===== config.mk =====
export PLATFORM = sky130hd
export DESIGN_NAME = crc_checked_packet_deframer_unit
export DESIGN_NICKNAME = d
export VERILOG_FILES = /design/src/rtl/ccpd_pkg.sv /design/src/rtl/ccpd_record_decode.sv /design/src/rtl/crc_checked_packet_deframer_unit.sv
export VERILOG_INCLUDE_DIRS = /design/src /design/src/rtl
export SDC_FILE = /design/constraint.sdc
export NUM_CORES = 1
export LEC_CHECK = 0
export CORE_UTILIZATION = 55
export CTS_CLUSTER_SIZE = 14
export DETAILED_ROUTE_END_ITERATION = 10
export DONT_BUFFER_PORTS = 1
export PLACE_DENSITY = 0.67
export RECOVER_POWER = 25
export SYNTH_ARGS = -nofsm -noshare
export SYNTH_HDL_FRONTEND = slang
export SYNTH_SLANG_ARGS = --single-unit

===== constraint.sdc =====
create_clock -name clk -period 5.2 [get_ports clk]
set_input_delay 0 -clock clk [delete_from_list [all_inputs] [get_ports clk]]
set_output_delay 0 -clock clk [all_outputs]
set_load 0.02 [all_outputs]

===== src/rtl/crc_checked_packet_deframer_unit_assert.svh =====
// ----------------------------------------------------------------------------
// Assertion macros for the packet deframer
// Clocked implication checks with reset masking via disable iff.
// ----------------------------------------------------------------------------
`ifndef CRC_CHECKED_PACKET_DEFRAMER_UNIT_ASSERT_SVH
`define CRC_CHECKED_PACKET_DEFRAMER_UNIT_ASSERT_SVH

// Same-cycle implication: whenever cond holds, expr holds.
`define CCPD_ASSERT_SAME(label, clock, reset, cond, expr) \
  label: assert property (@(posedge clock) disable iff (reset) (cond) |-> (expr)) \
    else $error("%m: same-cycle check failed");

// Next-cycle implication: whenever cond holds, expr holds in the next cycle.
`define CCPD_ASSERT_NEXT(label, clock, reset, cond, expr) \
  label: assert property (@(posedge clock) disable iff (reset) (cond) |=> (expr)) \
    else $error("%m: next-cycle check failed");

`endif


===== src/rtl/ccpd_pkg.sv =====
// ----------------------------------------------------------------------------
// ccpd_pkg
// Types, constants and the CRC-16 byte update shared by the deframer.
// ----------------------------------------------------------------------------
package ccpd_pkg;

  localparam logic [7:0]  START_BYTE  = 8'h6E;
  localparam logic [15:0] CRC_POLY    = 16'h1021;
  localparam logic [15:0] CRC_INIT    = 16'h0000;
  localparam logic [15:0] CRC_MSB     = 16'h8000;

  localparam logic [7:0]  FN_STATUS   = 8'h06;
  localparam logic [7:0]  FN_FFC_DONE = 8'h0C;
  localparam logic [7:0]  FN_TEMP     = 8'h20;
  localparam logic [7:0]  FN_PAN_TILT = 8'h70;

  localparam int PAYLOAD_HEAD_DEPTH = 4;
  localparam int HEAD_IDX_W         = $clog2(PAYLOAD_HEAD_DEPTH);
  localparam int HEAD_CNT_W         = HEAD_IDX_W + 1;

  typedef enum logic [3:0] {
    PH_HUNT,
    PH_STATUS,
    PH_RSVD,
    PH_FUNC,
    PH_LEN_HI,
    PH_LEN_LO,
    PH_HCRC_HI,
    PH_HCRC_LO,
    PH_PAYLOAD,
    PH_TCRC_HI,
    PH_TCRC_LO
  } phase_t;

  typedef enum logic [2:0] {
    KIND_OTHER,
    KIND_CAM_STATUS,
    KIND_FFC_DONE,
    KIND_TEMP,
    KIND_PAN_TILT
  } kind_t;

  typedef logic [PAYLOAD_HEAD_DEPTH-1:0][7:0] payload_head_t;

  typedef struct packed {
    logic [7:0]         pan_hi;
    logic [7:0]         pan_lo;
    logic signed [15:0] tilt_position;
    logic signed [15:0] fpa_temperature;
    logic [7:0]         camera_status;
    logic [15:0]        payload_length;
    logic [7:0]         function_code;
    logic [7:0]         status_byte;
  } record_t;

  typedef struct packed {
    logic [7:0]  frame_status;
    logic [7:0]  frame_function;
    logic [15:0] frame_length;
  } header_t;

  // MSB-first CRC-16 update over one byte, no reflection
  function automatic logic [15:0] crc16_byte(input logic [15:0] crc, input logic [7:0] b);
    logic [15:0] c;
    c = crc ^ {b, 8'h00};
    for (int i = 0; i < 8; i++) begin
      if ((c & CRC_MSB) != 16'h0000) begin
        c = {c[14:0], 1'b0} ^ CRC_POLY;
      end else begin
        c = {c[14:0], 1'b0};
      end
    end
    return c;
  endfunction

endpackage


===== src/rtl/ccpd_record_decode.sv =====
// ----------------------------------------------------------------------------
// ccpd_record_decode
// Picks the record kind from function code and length and extracts fields.
// ----------------------------------------------------------------------------
module ccpd_record_decode (
  input  ccpd_pkg::header_t       hdr,
  input  ccpd_pkg::payload_head_t payload_head,
  output ccpd_pkg::record_t       rec,
  output ccpd_pkg::kind_t         kind
);
  import ccpd_pkg::*;

  logic [15:0] be01;
  logic [15:0] be23;

  assign be01 = {payload_head[0], payload_head[1]};
  assign be23 = {payload_head[2], payload_head[3]};

  always_comb begin
    rec                = '0;
    rec.status_byte    = hdr.frame_status;
    rec.function_code  = hdr.frame_function;
    rec.payload_length = hdr.frame_length;
    kind               = KIND_OTHER;
    // first match wins
    if (hdr.frame_function == FN_STATUS && hdr.frame_length >= 16'd1) begin
      kind              = KIND_CAM_STATUS;
      rec.camera_status = payload_head[0];
    end else if (hdr.frame_function == FN_FFC_DONE) begin
      kind = KIND_FFC_DONE;
    end else if (hdr.frame_function == FN_TEMP && hdr.frame_length >= 16'd2) begin
      kind                = KIND_TEMP;
      rec.fpa_temperature = be01;
    end else if (hdr.frame_function == FN_PAN_TILT && hdr.frame_length >= 16'd4) begin
      kind              = KIND_PAN_TILT;
      rec.tilt_position = be01;
      rec.pan_hi        = be23[15:8];
      rec.pan_lo        = be23[7:0];
    end
  end

endmodule


===== src/rtl/crc_checked_packet_deframer_unit.sv =====
// ----------------------------------------------------------------------------
// crc_checked_packet_deframer_unit
// Byte-stream deframer with header and trailing CRC-16 checks.
// ----------------------------------------------------------------------------
// Usage:
//   s_axis carries one received byte per word in tdata[7:0]. The block hunts
//   for the start byte, walks the header, payload and trailing CRC, and on the
//   last byte of a frame whose two CRCs both match emits one decoded record
//   on m_axis (tdata holds the record fields, tuser the record kind).
//   Frames with a bad CRC are dropped without any output.
// Throughput and timing:
//   One byte per cycle outside the stall below. The record appears on m_axis in
//   the cycle after the final CRC byte is taken; the byte path is a single
//   registered pass through the CRC-16 byte update and the frame state machine.
// Reset:
//   rst (synchronous) returns the block to hunting and empties the output.
// Stall:
//   While a record waits in the output register, bytes other than the final
//   CRC byte are still taken; the final byte of the next frame is held off
//   until the waiting record leaves.
// ----------------------------------------------------------------------------
module crc_checked_packet_deframer_unit (
  input  logic        clk,
  input  logic        rst,
  input  logic        s_axis_tvalid,
  output logic        s_axis_tready,
  input  logic [7:0]  s_axis_tdata,  // [7:0] rx_byte
  output logic        m_axis_tvalid,
  input  logic        m_axis_tready,
  output logic [87:0] m_axis_tdata,  // [7:0] status_byte, [15:8] function_code,
                                     // [31:16] payload_length, [39:32] camera_status,
                                     // [55:40] fpa_temperature, [71:56] tilt_position,
                                     // [87:72] pan_position
  output logic [2:0]  m_axis_tuser   // [2:0] kind
);
  import ccpd_pkg::*;

  `include "crc_checked_packet_deframer_unit_assert.svh"

  phase_t                phase, phase_next;
  logic [15:0]           bytes_left, bytes_left_next;
  logic [15:0]           running_crc, running_crc_next;
  logic [15:0]           header_crc_calc, header_crc_calc_next;
  logic                  header_crc_ok, header_crc_ok_next;
  logic [7:0]            received_crc_high, received_crc_high_next;
  header_t               hdr, hdr_next;
  payload_head_t         payload_head;
  logic [HEAD_CNT_W-1:0] head_cnt, head_cnt_next;
  logic                  head_wr;

  logic        in_acc;
  logic [7:0]  b;
  logic [15:0] crc_base;
  logic [15:0] crc_upd;
  logic        frame_good;
  logic        emit;

  record_t rec;
  kind_t   rec_kind;

  assign b             = s_axis_tdata;
  assign s_axis_tready = (phase != PH_TCRC_LO) || !m_axis_tvalid || m_axis_tready;
  assign in_acc        = s_axis_tvalid && s_axis_tready;

  assign crc_base   = (phase == PH_HUNT) ? CRC_INIT : running_crc;
  assign crc_upd    = crc16_byte(crc_base, b);
  assign frame_good = header_crc_ok && ({received_crc_high, b} == running_crc);
  assign emit       = in_acc && (phase == PH_TCRC_LO) && frame_good;

  // next phase
  always_comb begin
    phase_next = phase;
    case (phase)
      PH_HUNT:    if (b == START_BYTE) phase_next = PH_STATUS;
      PH_STATUS:  phase_next = PH_RSVD;
      PH_RSVD:    phase_next = PH_FUNC;
      PH_FUNC:    phase_next = PH_LEN_HI;
      PH_LEN_HI:  phase_next = PH_LEN_LO;
      PH_LEN_LO:  phase_next = PH_HCRC_HI;
      PH_HCRC_HI: phase_next = PH_HCRC_LO;
      PH_HCRC_LO: phase_next = (hdr.frame_length == 16'd0) ? PH_TCRC_HI : PH_PAYLOAD;
      PH_PAYLOAD: if (bytes_left == 16'd1) phase_next = PH_TCRC_HI;
      PH_TCRC_HI: phase_next = PH_TCRC_LO;
      PH_TCRC_LO: phase_next = PH_HUNT;
      default:    phase_next = PH_HUNT;
    endcase
  end

  // datapath updates per phase
  always_comb begin
    bytes_left_next        = bytes_left;
    running_crc_next       = running_crc;
    header_crc_calc_next   = header_crc_calc;
    header_crc_ok_next     = header_crc_ok;
    received_crc_high_next = received_crc_high;
    hdr_next               = hdr;
    head_cnt_next          = head_cnt;
    head_wr                = 1'b0;
    case (phase)
      PH_HUNT: begin
        if (b == START_BYTE) begin
          running_crc_next   = crc_upd;
          header_crc_ok_next = 1'b0;
        end
      end
      PH_STATUS: begin
        running_crc_next      = crc_upd;
        hdr_next.frame_status = b;
      end
      PH_RSVD: running_crc_next = crc_upd;
      PH_FUNC: begin
        running_crc_next        = crc_upd;
        hdr_next.frame_function = b;
      end
      PH_LEN_HI: begin
        running_crc_next      = crc_upd;
        hdr_next.frame_length = {b, 8'h00};
      end
      PH_LEN_LO: begin
        running_crc_next      = crc_upd;
        hdr_next.frame_length = {hdr.frame_length[15:8], b};
        header_crc_calc_next  = crc_upd;
      end
      PH_HCRC_HI: begin
        running_crc_next       = crc_upd;
        received_crc_high_next = b;
      end
      PH_HCRC_LO: begin
        running_crc_next   = crc_upd;
        header_crc_ok_next = ({received_crc_high, b} == header_crc_calc);
        bytes_left_next    = hdr.frame_length;
        head_cnt_next      = '0;
      end
      PH_PAYLOAD: begin
        running_crc_next = crc_upd;
        bytes_left_next  = bytes_left - 16'd1;
        // keep only the head of the payload
        if (head_cnt < HEAD_CNT_W'(PAYLOAD_HEAD_DEPTH)) begin
          head_wr       = 1'b1;
          head_cnt_next = head_cnt + HEAD_CNT_W'(1);
        end
      end
      PH_TCRC_HI: received_crc_high_next = b;
      PH_TCRC_LO: ;
      default: ;
    endcase
  end

  always_ff @(posedge clk) begin
    if (rst) begin
      phase         <= PH_HUNT;
      bytes_left    <= '0;
      running_crc   <= CRC_INIT;
      header_crc_ok <= 1'b0;
      head_cnt      <= '0;
    end else if (in_acc) begin
      phase         <= phase_next;
      bytes_left    <= bytes_left_next;
      running_crc   <= running_crc_next;
      header_crc_ok <= header_crc_ok_next;
      head_cnt      <= head_cnt_next;
    end
  end

  always_ff @(posedge clk) begin
    if (in_acc) begin
      header_crc_calc   <= header_crc_calc_next;
      received_crc_high <= received_crc_high_next;
      hdr               <= hdr_next;
      if (head_wr) begin
        payload_head[head_cnt[HEAD_IDX_W-1:0]] <= b;
      end
    end
  end

  ccpd_record_decode u_decode (
    .hdr          (hdr),
    .payload_head (payload_head),
    .rec          (rec),
    .kind         (rec_kind)
  );

  // output register: load on a good final byte, drop when taken
  always_ff @(posedge clk) begin
    if (rst) begin
      m_axis_tvalid <= 1'b0;
    end else if (emit) begin
      m_axis_tvalid <= 1'b1;
    end else if (m_axis_tready) begin
      m_axis_tvalid <= 1'b0;
    end
  end

  always_ff @(posedge clk) begin
    if (emit) begin
      m_axis_tdata <= rec;
      m_axis_tuser <= rec_kind;
    end
  end

  `CCPD_ASSERT_NEXT(a_no_spurious_out, clk, rst,
    !emit && !m_axis_tvalid, !m_axis_tvalid)
  `CCPD_ASSERT_SAME(a_no_overwrite, clk, rst,
    m_axis_tvalid && !m_axis_tready && phase == PH_TCRC_LO, !s_axis_tready)
  `CCPD_ASSERT_SAME(a_pan_tilt_len, clk, rst,
    m_axis_tvalid && m_axis_tuser == KIND_PAN_TILT, m_axis_tdata[31:16] >= 16'd4)
  `CCPD_ASSERT_SAME(a_head_cnt_range, clk, rst,
    1'b1, head_cnt <= HEAD_CNT_W'(PAYLOAD_HEAD_DEPTH))
  `CCPD_ASSERT_SAME(a_payload_nonzero, clk, rst,
    phase == PH_PAYLOAD, bytes_left != 16'd0)

endmodule

==> results_dict.tcl <==
set metrics [dict create \
    outcome "complete, no violations" \
    mostFrequentLayoutCells "sky130_fd_sc_hd__edfxtp_1, sky130_fd_sc_hd__and2_1, sky130_fd_sc_hd__nor2_1" \
    post_route_cells_drive_above_1_share 0.09558 \
    grt_usage 0.2312 \
    worst-path-max-fanout 51 \
    post-place-ws_ps 1927 \
    timing_hold_violations_final 0 \
    finClkSkew_ps 7.628 \
    worstReg2RegStart "phase[1]$_SDFFE_PP0P_" \
    slew_viol_final 0 \
    die_area_um2 17170 \
    worst_slew_margin_rel 0.2709 \
    worstMarginPinSlew_ps 1094 \
    maxCapViolCount 0 \
    number_of_gates_given_a_new_drive_strength_after_cts 0 \
    fillCellCount 1154 \
    postRouteAntennaNets 0 \
    ys_warn_count 0 \
    setup.worst_path.end_class "register" \
    fmaxAchievable_mhz 305.0 \
    area_delta_synth_final_pct 12.13 \
    wirelength_um 18860 \
    grt_setup_unrepaired "no" \
    globalRouteOverflowTotal 0 \
    routabilityCongestion 0.8553 \
    h-tree-depth 1 \
    worst_r2r_endpoint "m_axis_tdata[84]$_SDFFCE_PP0P_" \
    max-vdd-ir-drop_v 0.0002571 \
    antenna_found_initial 0 \
    die_width_um 131.0 \
    design.final.nets 702 \
    share_of_synthesized_area_occupied_by_flip_flops_and_latches 0.6767 \
    clock_sink_count 220 \
    worstRegToRegCells 6 \
    period_minus_slack_ps 3279 \
    worst_setup_path_start_kind "register" \
    number_of_setup_violations_in_the_final_report 0 \
    num_antenna_cells 0 \
    utilization 0.6394 \
    clock_tree_from_tritoncts "done" \
    place_inst 859 \
    syn-instance-count 671 \
    layout.cells.most_common "sky130_fd_sc_hd__edfxtp_1" \
    grt_first_pass_wirelength_um 29080 \
    hold_path_class "input port to register" \
    vias_in_the_first_global_route 5006 \
    power.leakage_nw 3.578 \
    num_io_pins 105 \
    synth-async-reset-ratio 0 \
    tcrit_tclk_final 0.6305 \
    placeableCoreArea_um2 16060 \
    final_std_cells_w_o_fill 917 \
    ctsRootBufferMaster "sky130_fd_sc_hd__clkbuf_16" \
    floorplan.die.height_um 131.0 \
    rrSetupSlack_ps 1920 \
    clk_pin_slew_ps 60 \
    wl_per_cell_um 20.57 \
    synth_edf_count 179 \
    synth_flop_cell "sky130_fd_sc_hd__edfxtp_1" \
    synth_cell_types 64 \
    port_buffers 0 \
    insertion_delay_ps 520 \
    initial_utilization 0.5702 \
    yosys_reg_bits 220 \
    core.rowCount 46 \
    worst_slack_ps 1921 \
    clock_tree.buffer_depth 3 \
    worst_hold_startpoint "s_axis_tdata[4]" \
    first_pass_iters 5 \
    critical_path_class "register to register" \
    largest_net_degree_at_the_start_of_global_routing 52 \
    critical_path_required_ps 5410 \
    drt_iter0_markers 544 \
    power.density_cell_area_nw_per_um2 348.7 \
    cts_buffers 23 \
    drc_errors 0 \
    fin_setup_tns_ps 0 \
    route.vias.total 5165 \
    mappedNetlistArea_um2 9156 \
    avgSynthCellArea_um2 13.65 \
    hold_path_end "m_axis_tvalid$_SDFFE_PP0P_" \
    postSynthNetCount 689 \
    worst_hold_path.num_cells 5 \
    vias_per_cell 5.632 \
    place.detailed.hpwl_um 11640 \
    crit_arrival_ps 3490 \
]
worst max path at each step:
stage	endpoint	slack [ps]	depth (start not counted)	start
after global routing	m_axis_tdata[8]$_DFFE_PP_	1610	6	phase[1]$_SDFFE_PP0P_
after CTS	m_axis_tdata[73]$_SDFFCE_PP0P_	1920	6	phase[1]$_SDFFE_PP0P_
final	m_axis_tdata[84]$_SDFFCE_PP0P_	1920	6	phase[1]$_SDFFE_PP0P_
after detailed placement	m_axis_tdata[1]$_DFFE_PP_	1930	6	phase[1]$_SDFFE_PP0P_
after global placement	m_axis_tdata[4]$_DFFE_PP_	2080	6	phase[1]$_SDFFE_PP0P_
after floorplan	m_axis_tdata[0]$_DFFE_PP_	1590	6	phase[3]$_SDFFE_PP0P_
cells by family after synthesis:
| logic type | synth area share |
|---|---|
| adders and majority gates | 0.008199 |
| DFF | 0.6767 |
| muxes | 0.01530 |
| AOI/OAI and AO/OA | 0.05822 |
| buffers and inverters | 0.02487 |
| xor gates and xnor gates | 0.07529 |
| and+or+nand+nor | 0.1414 |
sequential cells by signal, indices dropped and copies added (netlist names):
register,flops
m_axis_tdata,88
header_crc_ok,1
bytes_left,16
m_axis_tuser,3
phase,4
running_crc,16
head_cnt,3
hdr,32
header_crc_calc,16
m_axis_tvalid,1
received_crc_high,8
payload_head,32
what timing repair did:
item	CTS	global route
endpoints found under the hold margin	143	0
setup buffers	0	0
hold buffers	16	0
final cells by class:
type,instances,area (um2),area share
inverters,13,50.05,0.004875
clock buffers,35,670.6,0.06532
repair buffers,27,252.7,0.02462
multi-input cells,399,2754,0.2682
flip-flops and latches,220,6196,0.6035
well taps,216,270.3,0.02632
clock inverters,7,73.82,0.007190
metrics by stage:
| stage | hold slack [ps] | area (um2) | power [W] |
|---|---|---|---|
| detailed placement | 72.97 | 9353 | 0.001988 |
| CTS | 23.87 | 10270 | 0.003607 |
| finish | 26.19 | 10270 | 0.003580 |
| floorplan | 98.87 | 9156 | 0.001990 |
| global placement | 73.00 | 9353 | 0.001987 |
| global route | 56.38 | 10270 | 0.003687 |
worst max-delay path, cell delays in order, from the launching register on:
cell and delay, ps:
sky130_fd_sc_hd__dfxtp_1 580, sky130_fd_sc_hd__inv_1 210, sky130_fd_sc_hd__o41ai_4 660, sky130_fd_sc_hd__nor2_1 100
sky130_fd_sc_hd__nand3_1 150, sky130_fd_sc_hd__clkinv_2 630, sky130_fd_sc_hd__buf_4 570
report_power, final:
group          leakage [nW]  total [W]  internal, W  switching [W]
sequential             2.09    0.00190      0.00189     0.00000360
combinational          1.12  0.0000927    0.0000375      0.0000553
clock                 0.369    0.00159     0.000943       0.000648
total                  3.58    0.00358      0.00287       0.000707
routing by layer:
layer | part of all wire | up-vias | wire, um | global-route usage
met4 | 0.031 | 0 | 580 | 0.08790
met3 | 0.063 | 42 | 1187 | 0.03379
met2 | 0.49 | 189 | 9187 | 0.3794
met5 | 0 | - | 0 | 0
met1 | 0.42 | 2502 | 7904 | 0.3138
li1 | - | 2432 | - | -
cell usage after synthesis (6+ instances only):
| cell | count | area (um2) |
|---|---|---|
| sky130_fd_sc_hd__ha_1 | 6 | 75.07 |
| sky130_fd_sc_hd__nand2_1 | 29 | 108.9 |
| sky130_fd_sc_hd__nand3_1 | 8 | 40.04 |
| sky130_fd_sc_hd__edfxtp_1 | 179 | 5375 |
| sky130_fd_sc_hd__xnor2_1 | 36 | 315.3 |
| sky130_fd_sc_hd__a21oi_1 | 22 | 110.1 |
| sky130_fd_sc_hd__dfxtp_1 | 41 | 820.8 |
| sky130_fd_sc_hd__xor2_1 | 28 | 245.2 |
| sky130_fd_sc_hd__o21ai_0 | 14 | 70.07 |
| sky130_fd_sc_hd__and2_1 | 72 | 450.4 |
| sky130_fd_sc_hd__nor3_1 | 7 | 35.03 |
| sky130_fd_sc_hd__nor2_1 | 56 | 210.2 |
| sky130_fd_sc_hd__buf_2 | 8 | 40.04 |
| sky130_fd_sc_hd__inv_1 | 13 | 48.80 |
| sky130_fd_sc_hd__clkbuf_1 | 27 | 101.4 |
| sky130_fd_sc_hd__mux2i_1 | 14 | 140.1 |
| sky130_fd_sc_hd__nand4_1 | 6 | 37.54 |
| sky130_fd_sc_hd__nor4_1 | 11 | 68.82 |
| sky130_fd_sc_hd__nor2b_1 | 8 | 50.05 |
Note: power is estimated with default switching activity, not from simulation.
